--- src/rtl/adsr_pkg.sv ---
package adsr_pkg;

  localparam int GainFracBitsDefault = 16;
  localparam int ModFracBits = 14;
  localparam int StepW = 16;
  localparam int LevelW = 24;
  localparam int ModW = 16;
  localparam int StageW = 2;
  localparam int DataW = 32;
  localparam int AddrW = 5;
  localparam int RegIdxW = 3;

  localparam logic [RegIdxW-1:0] RegAttackStep = 3'd0;
  localparam logic [RegIdxW-1:0] RegDecayStep = 3'd1;
  localparam logic [RegIdxW-1:0] RegReleaseStep = 3'd2;
  localparam logic [RegIdxW-1:0] RegPeakLevel = 3'd3;
  localparam logic [RegIdxW-1:0] RegHoldLevel = 3'd4;

  localparam logic [StepW-1:0] AttackStepReset = 16'd164;
  localparam logic [StepW-1:0] DecayStepReset = 16'd16;
  localparam logic [StepW-1:0] ReleaseStepReset = 16'd3;
  localparam logic [LevelW-1:0] PeakLevelReset = 24'd65536;
  localparam logic [LevelW-1:0] HoldLevelReset = 24'd16384;

  localparam logic [StageW-1:0] StIdle = 2'd0;
  localparam logic [StageW-1:0] StAttack = 2'd1;
  localparam logic [StageW-1:0] StDecay = 2'd2;
  localparam logic [StageW-1:0] StRelease = 2'd3;

  typedef struct packed {
    logic [StepW-1:0] attack_step;
    logic [StepW-1:0] decay_step;
    logic [StepW-1:0] release_step;
    logic [LevelW-1:0] peak_level;
    logic [LevelW-1:0] hold_level;
  } cfg_t;

endpackage

--- src/rtl/adsr_cfg.sv ---
module adsr_cfg (
  input  logic                         clk,
  input  logic                         rst,
  input  logic                         psel,
  input  logic                         penable,
  input  logic                         pwrite,
  input  logic [adsr_pkg::AddrW-1:0]   paddr,
  input  logic [adsr_pkg::DataW-1:0]   pwdata,
  output logic [adsr_pkg::DataW-1:0]   prdata,
  output logic                         pready,
  output adsr_pkg::cfg_t               cfg
);
  import adsr_pkg::*;

  logic [RegIdxW-1:0] reg_idx;
  logic               wr_en;

  assign pready = 1'b1;
  assign reg_idx = paddr[AddrW-1:2];
  assign wr_en = psel && penable && pwrite;

  always_ff @(posedge clk) begin
    if (rst) begin
      cfg.attack_step <= AttackStepReset;
      cfg.decay_step <= DecayStepReset;
      cfg.release_step <= ReleaseStepReset;
      cfg.peak_level <= PeakLevelReset;
      cfg.hold_level <= HoldLevelReset;
    end else if (wr_en) begin
      case (reg_idx)
        RegAttackStep: cfg.attack_step <= pwdata[StepW-1:0];
        RegDecayStep: cfg.decay_step <= pwdata[StepW-1:0];
        RegReleaseStep: cfg.release_step <= pwdata[StepW-1:0];
        RegPeakLevel: cfg.peak_level <= pwdata[LevelW-1:0];
        RegHoldLevel: cfg.hold_level <= pwdata[LevelW-1:0];
        default: ;
      endcase
    end
  end

  always_comb begin
    case (reg_idx)
      RegAttackStep: prdata = DataW'(cfg.attack_step);
      RegDecayStep: prdata = DataW'(cfg.decay_step);
      RegReleaseStep: prdata = DataW'(cfg.release_step);
      RegPeakLevel: prdata = DataW'(cfg.peak_level);
      RegHoldLevel: prdata = DataW'(cfg.hold_level);
      default: prdata = '0;
    endcase
  end

endmodule

--- src/rtl/adsr_core.sv ---
module adsr_core #(
  parameter int GAIN_FRAC_BITS = adsr_pkg::GainFracBitsDefault
) (
  input  logic                          clk,
  input  logic                          rst,
  input  adsr_pkg::cfg_t                cfg,
  input  logic                          in_valid,
  output logic                          in_ready,
  input  logic                          action,
  input  logic signed [adsr_pkg::ModW-1:0] env_mod,
  output logic                          out_valid,
  input  logic                          out_ready,
  output logic [8+GAIN_FRAC_BITS-1:0]   gain,
  output logic [adsr_pkg::StageW-1:0]   stage
);
  import adsr_pkg::*;

  localparam int GainBits = 8 + GAIN_FRAC_BITS;
  localparam int ProdW = StepW + 1 + ModW;
  localparam int DeltaW = ProdW - ModFracBits;
  localparam int SumW = ((GainBits > DeltaW) ? GainBits : DeltaW) + 2;
  localparam int CmpW = (GainBits > LevelW) ? GainBits : LevelW;

  // Input register.
  logic                   req_valid;
  logic                   req_action;
  logic signed [ModW-1:0] req_env_mod;

  // Envelope state; it doubles as the result register.
  logic [StageW-1:0]   stage_reg;
  logic [GainBits-1:0] gain_reg;
  logic [StageW-1:0]   stage_next;
  logic [GainBits-1:0] gain_next;

  logic                     advance;
  logic [StepW-1:0]         step_sel;
  logic signed [ProdW-1:0]  product;
  logic signed [DeltaW-1:0] delta;
  logic signed [SumW-1:0]   gain_ext;
  logic signed [SumW-1:0]   delta_ext;
  logic signed [SumW-1:0]   sum;
  logic [GainBits-1:0]      sum_clamped;
  logic [CmpW-1:0]          gain_cmp;

  assign advance = req_valid && (!out_valid || out_ready);
  assign in_ready = !req_valid || advance;

  always_ff @(posedge clk) begin
    if (rst) begin
      req_valid <= 1'b0;
    end else if (in_ready) begin
      req_valid <= in_valid;
    end
  end

  always_ff @(posedge clk) begin
    if (in_valid && in_ready) begin
      req_action <= action;
      req_env_mod <= env_mod;
    end
  end

  always_ff @(posedge clk) begin
    if (rst) begin
      out_valid <= 1'b0;
    end else if (advance) begin
      out_valid <= 1'b1;
    end else if (out_ready) begin
      out_valid <= 1'b0;
    end
  end

  always_ff @(posedge clk) begin
    if (rst) begin
      stage_reg <= StIdle;
      gain_reg <= '0;
    end else if (advance) begin
      stage_reg <= stage_next;
      gain_reg <= gain_next;
    end
  end

  // The arithmetic shift of the product floors toward minus infinity.
  assign step_sel = (stage_reg == StAttack) ? cfg.attack_step : cfg.decay_step;
  assign product = $signed({1'b0, step_sel}) * req_env_mod;
  assign delta = product[ProdW-1:ModFracBits];
  assign gain_ext = $signed(SumW'(gain_reg));
  assign delta_ext = {{(SumW-DeltaW){delta[DeltaW-1]}}, delta};
  assign gain_cmp = CmpW'(gain_reg);

  always_comb begin
    case (stage_reg)
      StAttack: sum = gain_ext + delta_ext;
      StDecay: sum = gain_ext - delta_ext;
      default: sum = gain_ext - $signed(SumW'(cfg.release_step));
    endcase
  end

  always_comb begin
    if (sum[SumW-1]) begin
      sum_clamped = '0;
    end else if (|sum[SumW-2:GainBits]) begin
      sum_clamped = '1;
    end else begin
      sum_clamped = sum[GainBits-1:0];
    end
  end

  // A tick that changes the stage leaves the gain where it is.
  always_comb begin
    stage_next = stage_reg;
    gain_next = gain_reg;
    if (req_action) begin
      stage_next = StAttack;
      gain_next = '0;
    end else begin
      case (stage_reg)
        StAttack: begin
          if (gain_cmp >= CmpW'(cfg.peak_level)) begin
            stage_next = StDecay;
          end else begin
            gain_next = sum_clamped;
          end
        end
        StDecay: begin
          if (gain_cmp > CmpW'(cfg.hold_level)) begin
            gain_next = sum_clamped;
          end else begin
            stage_next = StRelease;
          end
        end
        StRelease: begin
          if (gain_reg != '0) begin
            gain_next = sum_clamped;
          end else begin
            stage_next = StIdle;
          end
        end
        default: ;
      endcase
    end
  end

  assign gain = gain_reg;
  assign stage = stage_reg;

endmodule

--- src/rtl/adsr_envelope_generator.sv ---
// Envelope generator with attack, decay and release stages (no sustain stage).
// Each request is either a trigger, which restarts attack at zero gain, or a
// sample tick that advances the envelope using a signed Q2.14 modulation
// factor; every request returns the gain (unsigned, GAIN_FRAC_BITS fraction
// bits, saturating) and the stage that follow it. The update is one 17 by
// 16 bit multiply, an add and a clamp between the input register and the
// envelope state register, so a result is presented from the state register
// after its request has passed the input register, and the block takes one
// request per cycle while the output side keeps up. The step and level
// registers sit on an APB port (attack_step at 0x00, decay_step 0x04,
// release_step 0x08, peak_level 0x0C, hold_level 0x10) and should be written
// only while no request is in flight.
module adsr_envelope_generator #(
  parameter int GAIN_FRAC_BITS = adsr_pkg::GainFracBitsDefault
) (
  input  logic                             clk,
  input  logic                             rst,
  input  logic                             psel,
  input  logic                             penable,
  input  logic                             pwrite,
  input  logic [adsr_pkg::AddrW-1:0]       paddr,
  input  logic [adsr_pkg::DataW-1:0]       pwdata,
  output logic [adsr_pkg::DataW-1:0]       prdata,
  output logic                             pready,
  input  logic                             in_valid,
  output logic                             in_ready,
  input  logic                             action,
  input  logic signed [adsr_pkg::ModW-1:0] env_mod,
  output logic                             out_valid,
  input  logic                             out_ready,
  output logic [8+GAIN_FRAC_BITS-1:0]      gain,
  output logic [adsr_pkg::StageW-1:0]      stage
);
  import adsr_pkg::*;

  cfg_t cfg;

  adsr_cfg u_cfg (
    .clk     (clk),
    .rst     (rst),
    .psel    (psel),
    .penable (penable),
    .pwrite  (pwrite),
    .paddr   (paddr),
    .pwdata  (pwdata),
    .prdata  (prdata),
    .pready  (pready),
    .cfg     (cfg)
  );

  adsr_core #(
    .GAIN_FRAC_BITS (GAIN_FRAC_BITS)
  ) u_core (
    .clk       (clk),
    .rst       (rst),
    .cfg       (cfg),
    .in_valid  (in_valid),
    .in_ready  (in_ready),
    .action    (action),
    .env_mod   (env_mod),
    .out_valid (out_valid),
    .out_ready (out_ready),
    .gain      (gain),
    .stage     (stage)
  );

endmodule
--- config.mk ---
export PLATFORM = sky130hd
export DESIGN_NAME = adsr_envelope_generator
export DESIGN_NICKNAME = d
export VERILOG_FILES = /design/src/rtl/adsr_pkg.sv /design/src/rtl/adsr_cfg.sv /design/src/rtl/adsr_core.sv /design/src/rtl/adsr_envelope_generator.sv
export SDC_FILE = /design/constraint.sdc
export NUM_CORES = 1
export LEC_CHECK = 0
export BUFFER_PORTS_ARGS = -buffer_cell sky130_fd_sc_hd__clkbuf_2
export CORE_ASPECT_RATIO = 0.9
export CORE_MARGIN = 2
export CORE_UTILIZATION = 45
export CTS_BUF_LIST = sky130_fd_sc_hd__clkbuf_4
export DETAILED_ROUTE_END_ITERATION = 10
export PLACE_DENSITY_LB_ADDON = 0.1
export SYNTH_ARGS = -nofsm -noshare
export SYNTH_HDL_FRONTEND = slang
export SYNTH_SLANG_ARGS = --single-unit
--- constraint.sdc ---
create_clock -name clk -period 24.7 [get_ports clk]
set_input_delay 1.235 -clock clk [delete_from_list [all_inputs] [get_ports clk]]
set_output_delay 1.235 -clock clk [all_outputs]
set_load 0.01 [all_outputs]
==> flow_summary.toml <==
[floorplanning]
rows = 70
die_h_um = 197
ioPinCount = 122
coreArea_um2 = 40800
die_w_um = 219
start_util_pct = 45.9
die_area_um2 = 43300

[min_path]
holdCritPathClass = "reg2reg"

[timing]
maxSlewViolCount = 0
post-route-min-period_ns = 11.92
tightest_slew_ns = 1.27
finalSetupViolations = 0
fmax_ghz = 0.0839
tns_ns = 0
fin_skew_ns = 0.0409
finalCritPeriodShare_pct = 48.3
rsz0062_at_grt = "false"
hold_viol = 0
relSlewSlack_pct = 14.9
fin_ws_ns = 12.78

[critical_path]
cp_common_cell = "fa_1"
crit_path_start_kind = "register"
crit_start = "u_core.stage[0]"
crit_fanout = 21
cp_data_required_time_ns = 25.25
slowest_stage = "ha_1"
cp_top_family = "adder cells"
r2r_setup_slack_ns = 12.78
r2r-start = "u_core.stage[0]"
setup.worst_path.end = "u_core.gain[4]"
reg2reg_to = "u_core.gain[4]"
worst-path-buf-inv = 6
cp_slowest_stage_delay_ns = 0.89
rr_worst_depth = 37
arrival_ns = 12.47
crit_type = "reg2reg"
cp-end-kind = "register"
path_depth = 37

[placed_design]
placed_cell_area_um2 = 19600
io_buffers = 102
gp_congestion = 0.945
dp_hpwl_um = 43300
dp_slack_ns = 12.90
placedCellCount = 2880

[cts]
numCtsBuffers = 17
hold_buffers = 0
clk_latency_ns = 0.63
cts-root-buf = "clkbuf_4"
path_clk_slew_ns = 0.16
clk_path_buf_depth = 2
cts_tree = "built"
post_cts_buffers = 0
htreeDepth = 4
cts.sinks = 141
cts.repair.resized = 0

[logic_synthesis]
yosys-top-cells-area = "fa_1, ha_1, dfxtp_1"
synth-edff-count = 17
synth_warnings = 0
async_flop_share_pct = 0
synth_most_common_cell = "nand2_1"
yosysTopAreaCell = "fa_1"
synth_ff_type = "dfxtp_1"
syn_inst = 2329
synth_top_cell_area_share_pct = 20.9
avgSynthCellArea_um2 = 8.04
ys_ff_latch = 141
ys_types = 80
synth_common_cells = "nand2_1, inv_1, ha_1"
syn_area_um2 = 18700
ys_seq_area_share_pct = 16.0

[grt]
grt_first_pass_wirelength_um = 86600
antenna_found_initial = 3
grt_pass1_vias = 15700
grt_overflow = 0
track_usage_pct = 25.8
grt_max_degree = 103

[power]
power_density_nw_per_um2 = 44.1
p_leak_nw = 9.01
ir_worst_vdd_mv = 0.0383

[detailed_routing]
drt_first_iter_violations = 1097
totalWireLength_um = 55200
viasPerCell = 5.59
drc_errors = 0
firstDrtPassIters = 5
ant_nets = 0
vias = 16300
detail_route.wl_per_cell_um = 18.9

[final_layout]
post-route-util_pct = 48.7
area_growth_pct = 6.21
final_nets = 2826
final_cells = 2914
final_layout_size_suffix_gt1_share_pct = 8.27
seq_area_um2 = 2990
finalInstanceArea_um2 = 19900
n_fill_cell = 4099
largest_reg_flops = 96
multi_input_area_um2 = 14100

[job]
maxCapViolations = 0

[status]
status = "finished, final reports clean"
-- worst min path at each step --
stage                     cells past startpoint       endpoint     startpoint  slack [ns]
after floorplan                               2  u_cfg.cfg[16]  u_cfg.cfg[16]        0.44
after global placement                        2  u_cfg.cfg[52]  u_cfg.cfg[52]        0.44
after detailed placement                      2  u_cfg.cfg[58]  u_cfg.cfg[58]        0.45
after CTS                                     2  u_cfg.cfg[58]  u_cfg.cfg[58]        0.47
after global routing                          2  u_cfg.cfg[54]  u_cfg.cfg[54]        0.48
final                                         2  u_cfg.cfg[59]  u_cfg.cfg[59]        0.46
-- worst reg2reg max path: cells and delay by family (launching register included) --
family,cells,cell delay [ns]
adder cells (fa/ha/maj),9,4.74
AO/OA/AOI/OAI,17,4.25
AND/OR/NAND/NOR,3,0.79
buffers and inverters,6,0.68
multiplexers,1,0.64
flip-flops,1,0.45
XOR/XNOR,1,0.27
-- layer usage --
| layer | wire length (µm) | vias up | share of wire (%) | GRT usage, % |
|---|---|---|---|---|
| li1 | - | 7742 | - | - |
| met1 | 25900 | 8025 | 47 | 37.1 |
| met2 | 24600 | 439 | 45 | 40.4 |
| met3 | 3550 | 72 | 6.4 | 4.31 |
| met4 | 1140 | 0 | 2.1 | 6.46 |
| met5 | 0 | - | 0 | 0 |
-- placed cells by master, fill, tap and decap left out, types with 10 or more instances in the layout --
cell / synthesis / final
o22ai_1: 18 / 18
xor2_1: 27 / 27
ha_1: 211 / 211
edfxtp_1: 17 / 17
dfxtp_1: 124 / 124
a22oi_1: 35 / 35
buf_4: 11 / 10
o21ai_0: 90 / 90
nor3_1: 27 / 27
a211oi_1: 18 / 18
nand3_1: 19 / 19
nor2_1: 81 / 81
clkbuf_2: 0 / 101
mux2_2: 19 / 19
xnor2_1: 37 / 37
or3_1: 11 / 11
and2_1: 123 / 123
nand3b_1: 11 / 11
nor2b_1: 20 / 20
fa_1: 195 / 195
inv_1: 313 / 313
a21o_1: 29 / 29
nand2_1: 422 / 422
a21oi_1: 170 / 170
o21a_1: 15 / 15
a31oi_1: 11 / 11
nand2b_1: 11 / 11
or2_2: 12 / 12
clkbuf_4: 0 / 19
nand4_1: 15 / 15
and3_1: 17 / 17
-- cell families after synthesis --
family	after synthesis	share of synthesized area [%]
and+or+nand+nor	796	20.0
AOI/OAI and AO/OA	473	15.8
buffers and inverters	422	8.70
adders and majority gates	406	35.0
DFF	141	16.0
xor gates and xnor gates	65	3.11
muxes	24	1.41
other	2	0.0401
-- stage by stage --
stage | power, mW | hold WS, ns
after global placement | 0.699 | 0.442
final | 0.877 | 0.464
after detailed placement | 0.704 | 0.448
after floorplan | 0.593 | 0.436
after global routing | 0.945 | 0.483
after CTS | 0.880 | 0.467
-- power by group --
group / internal, mW / switching (mW) / leakage, nW
combinational: 0.176 / 0.273 / 7.68
sequential: 0.237 / 0.0169 / 1.17
clock: 0.0733 / 0.100 / 0.163
-- area by class of cell --
type                            count  share of cell area [%]
Antenna cell                        3                  0.0378
Clock buffer                       19                   0.717
Clock inverter                     12                   0.818
Inverter                          314                    5.93
Multi-Input combinational cell   1773                    71.1
Sequential cell                   141                    15.1
Tap cell                          540                    3.40
Timing Repair Buffer              112                    2.95
Power figures use the tool's default switching activity.
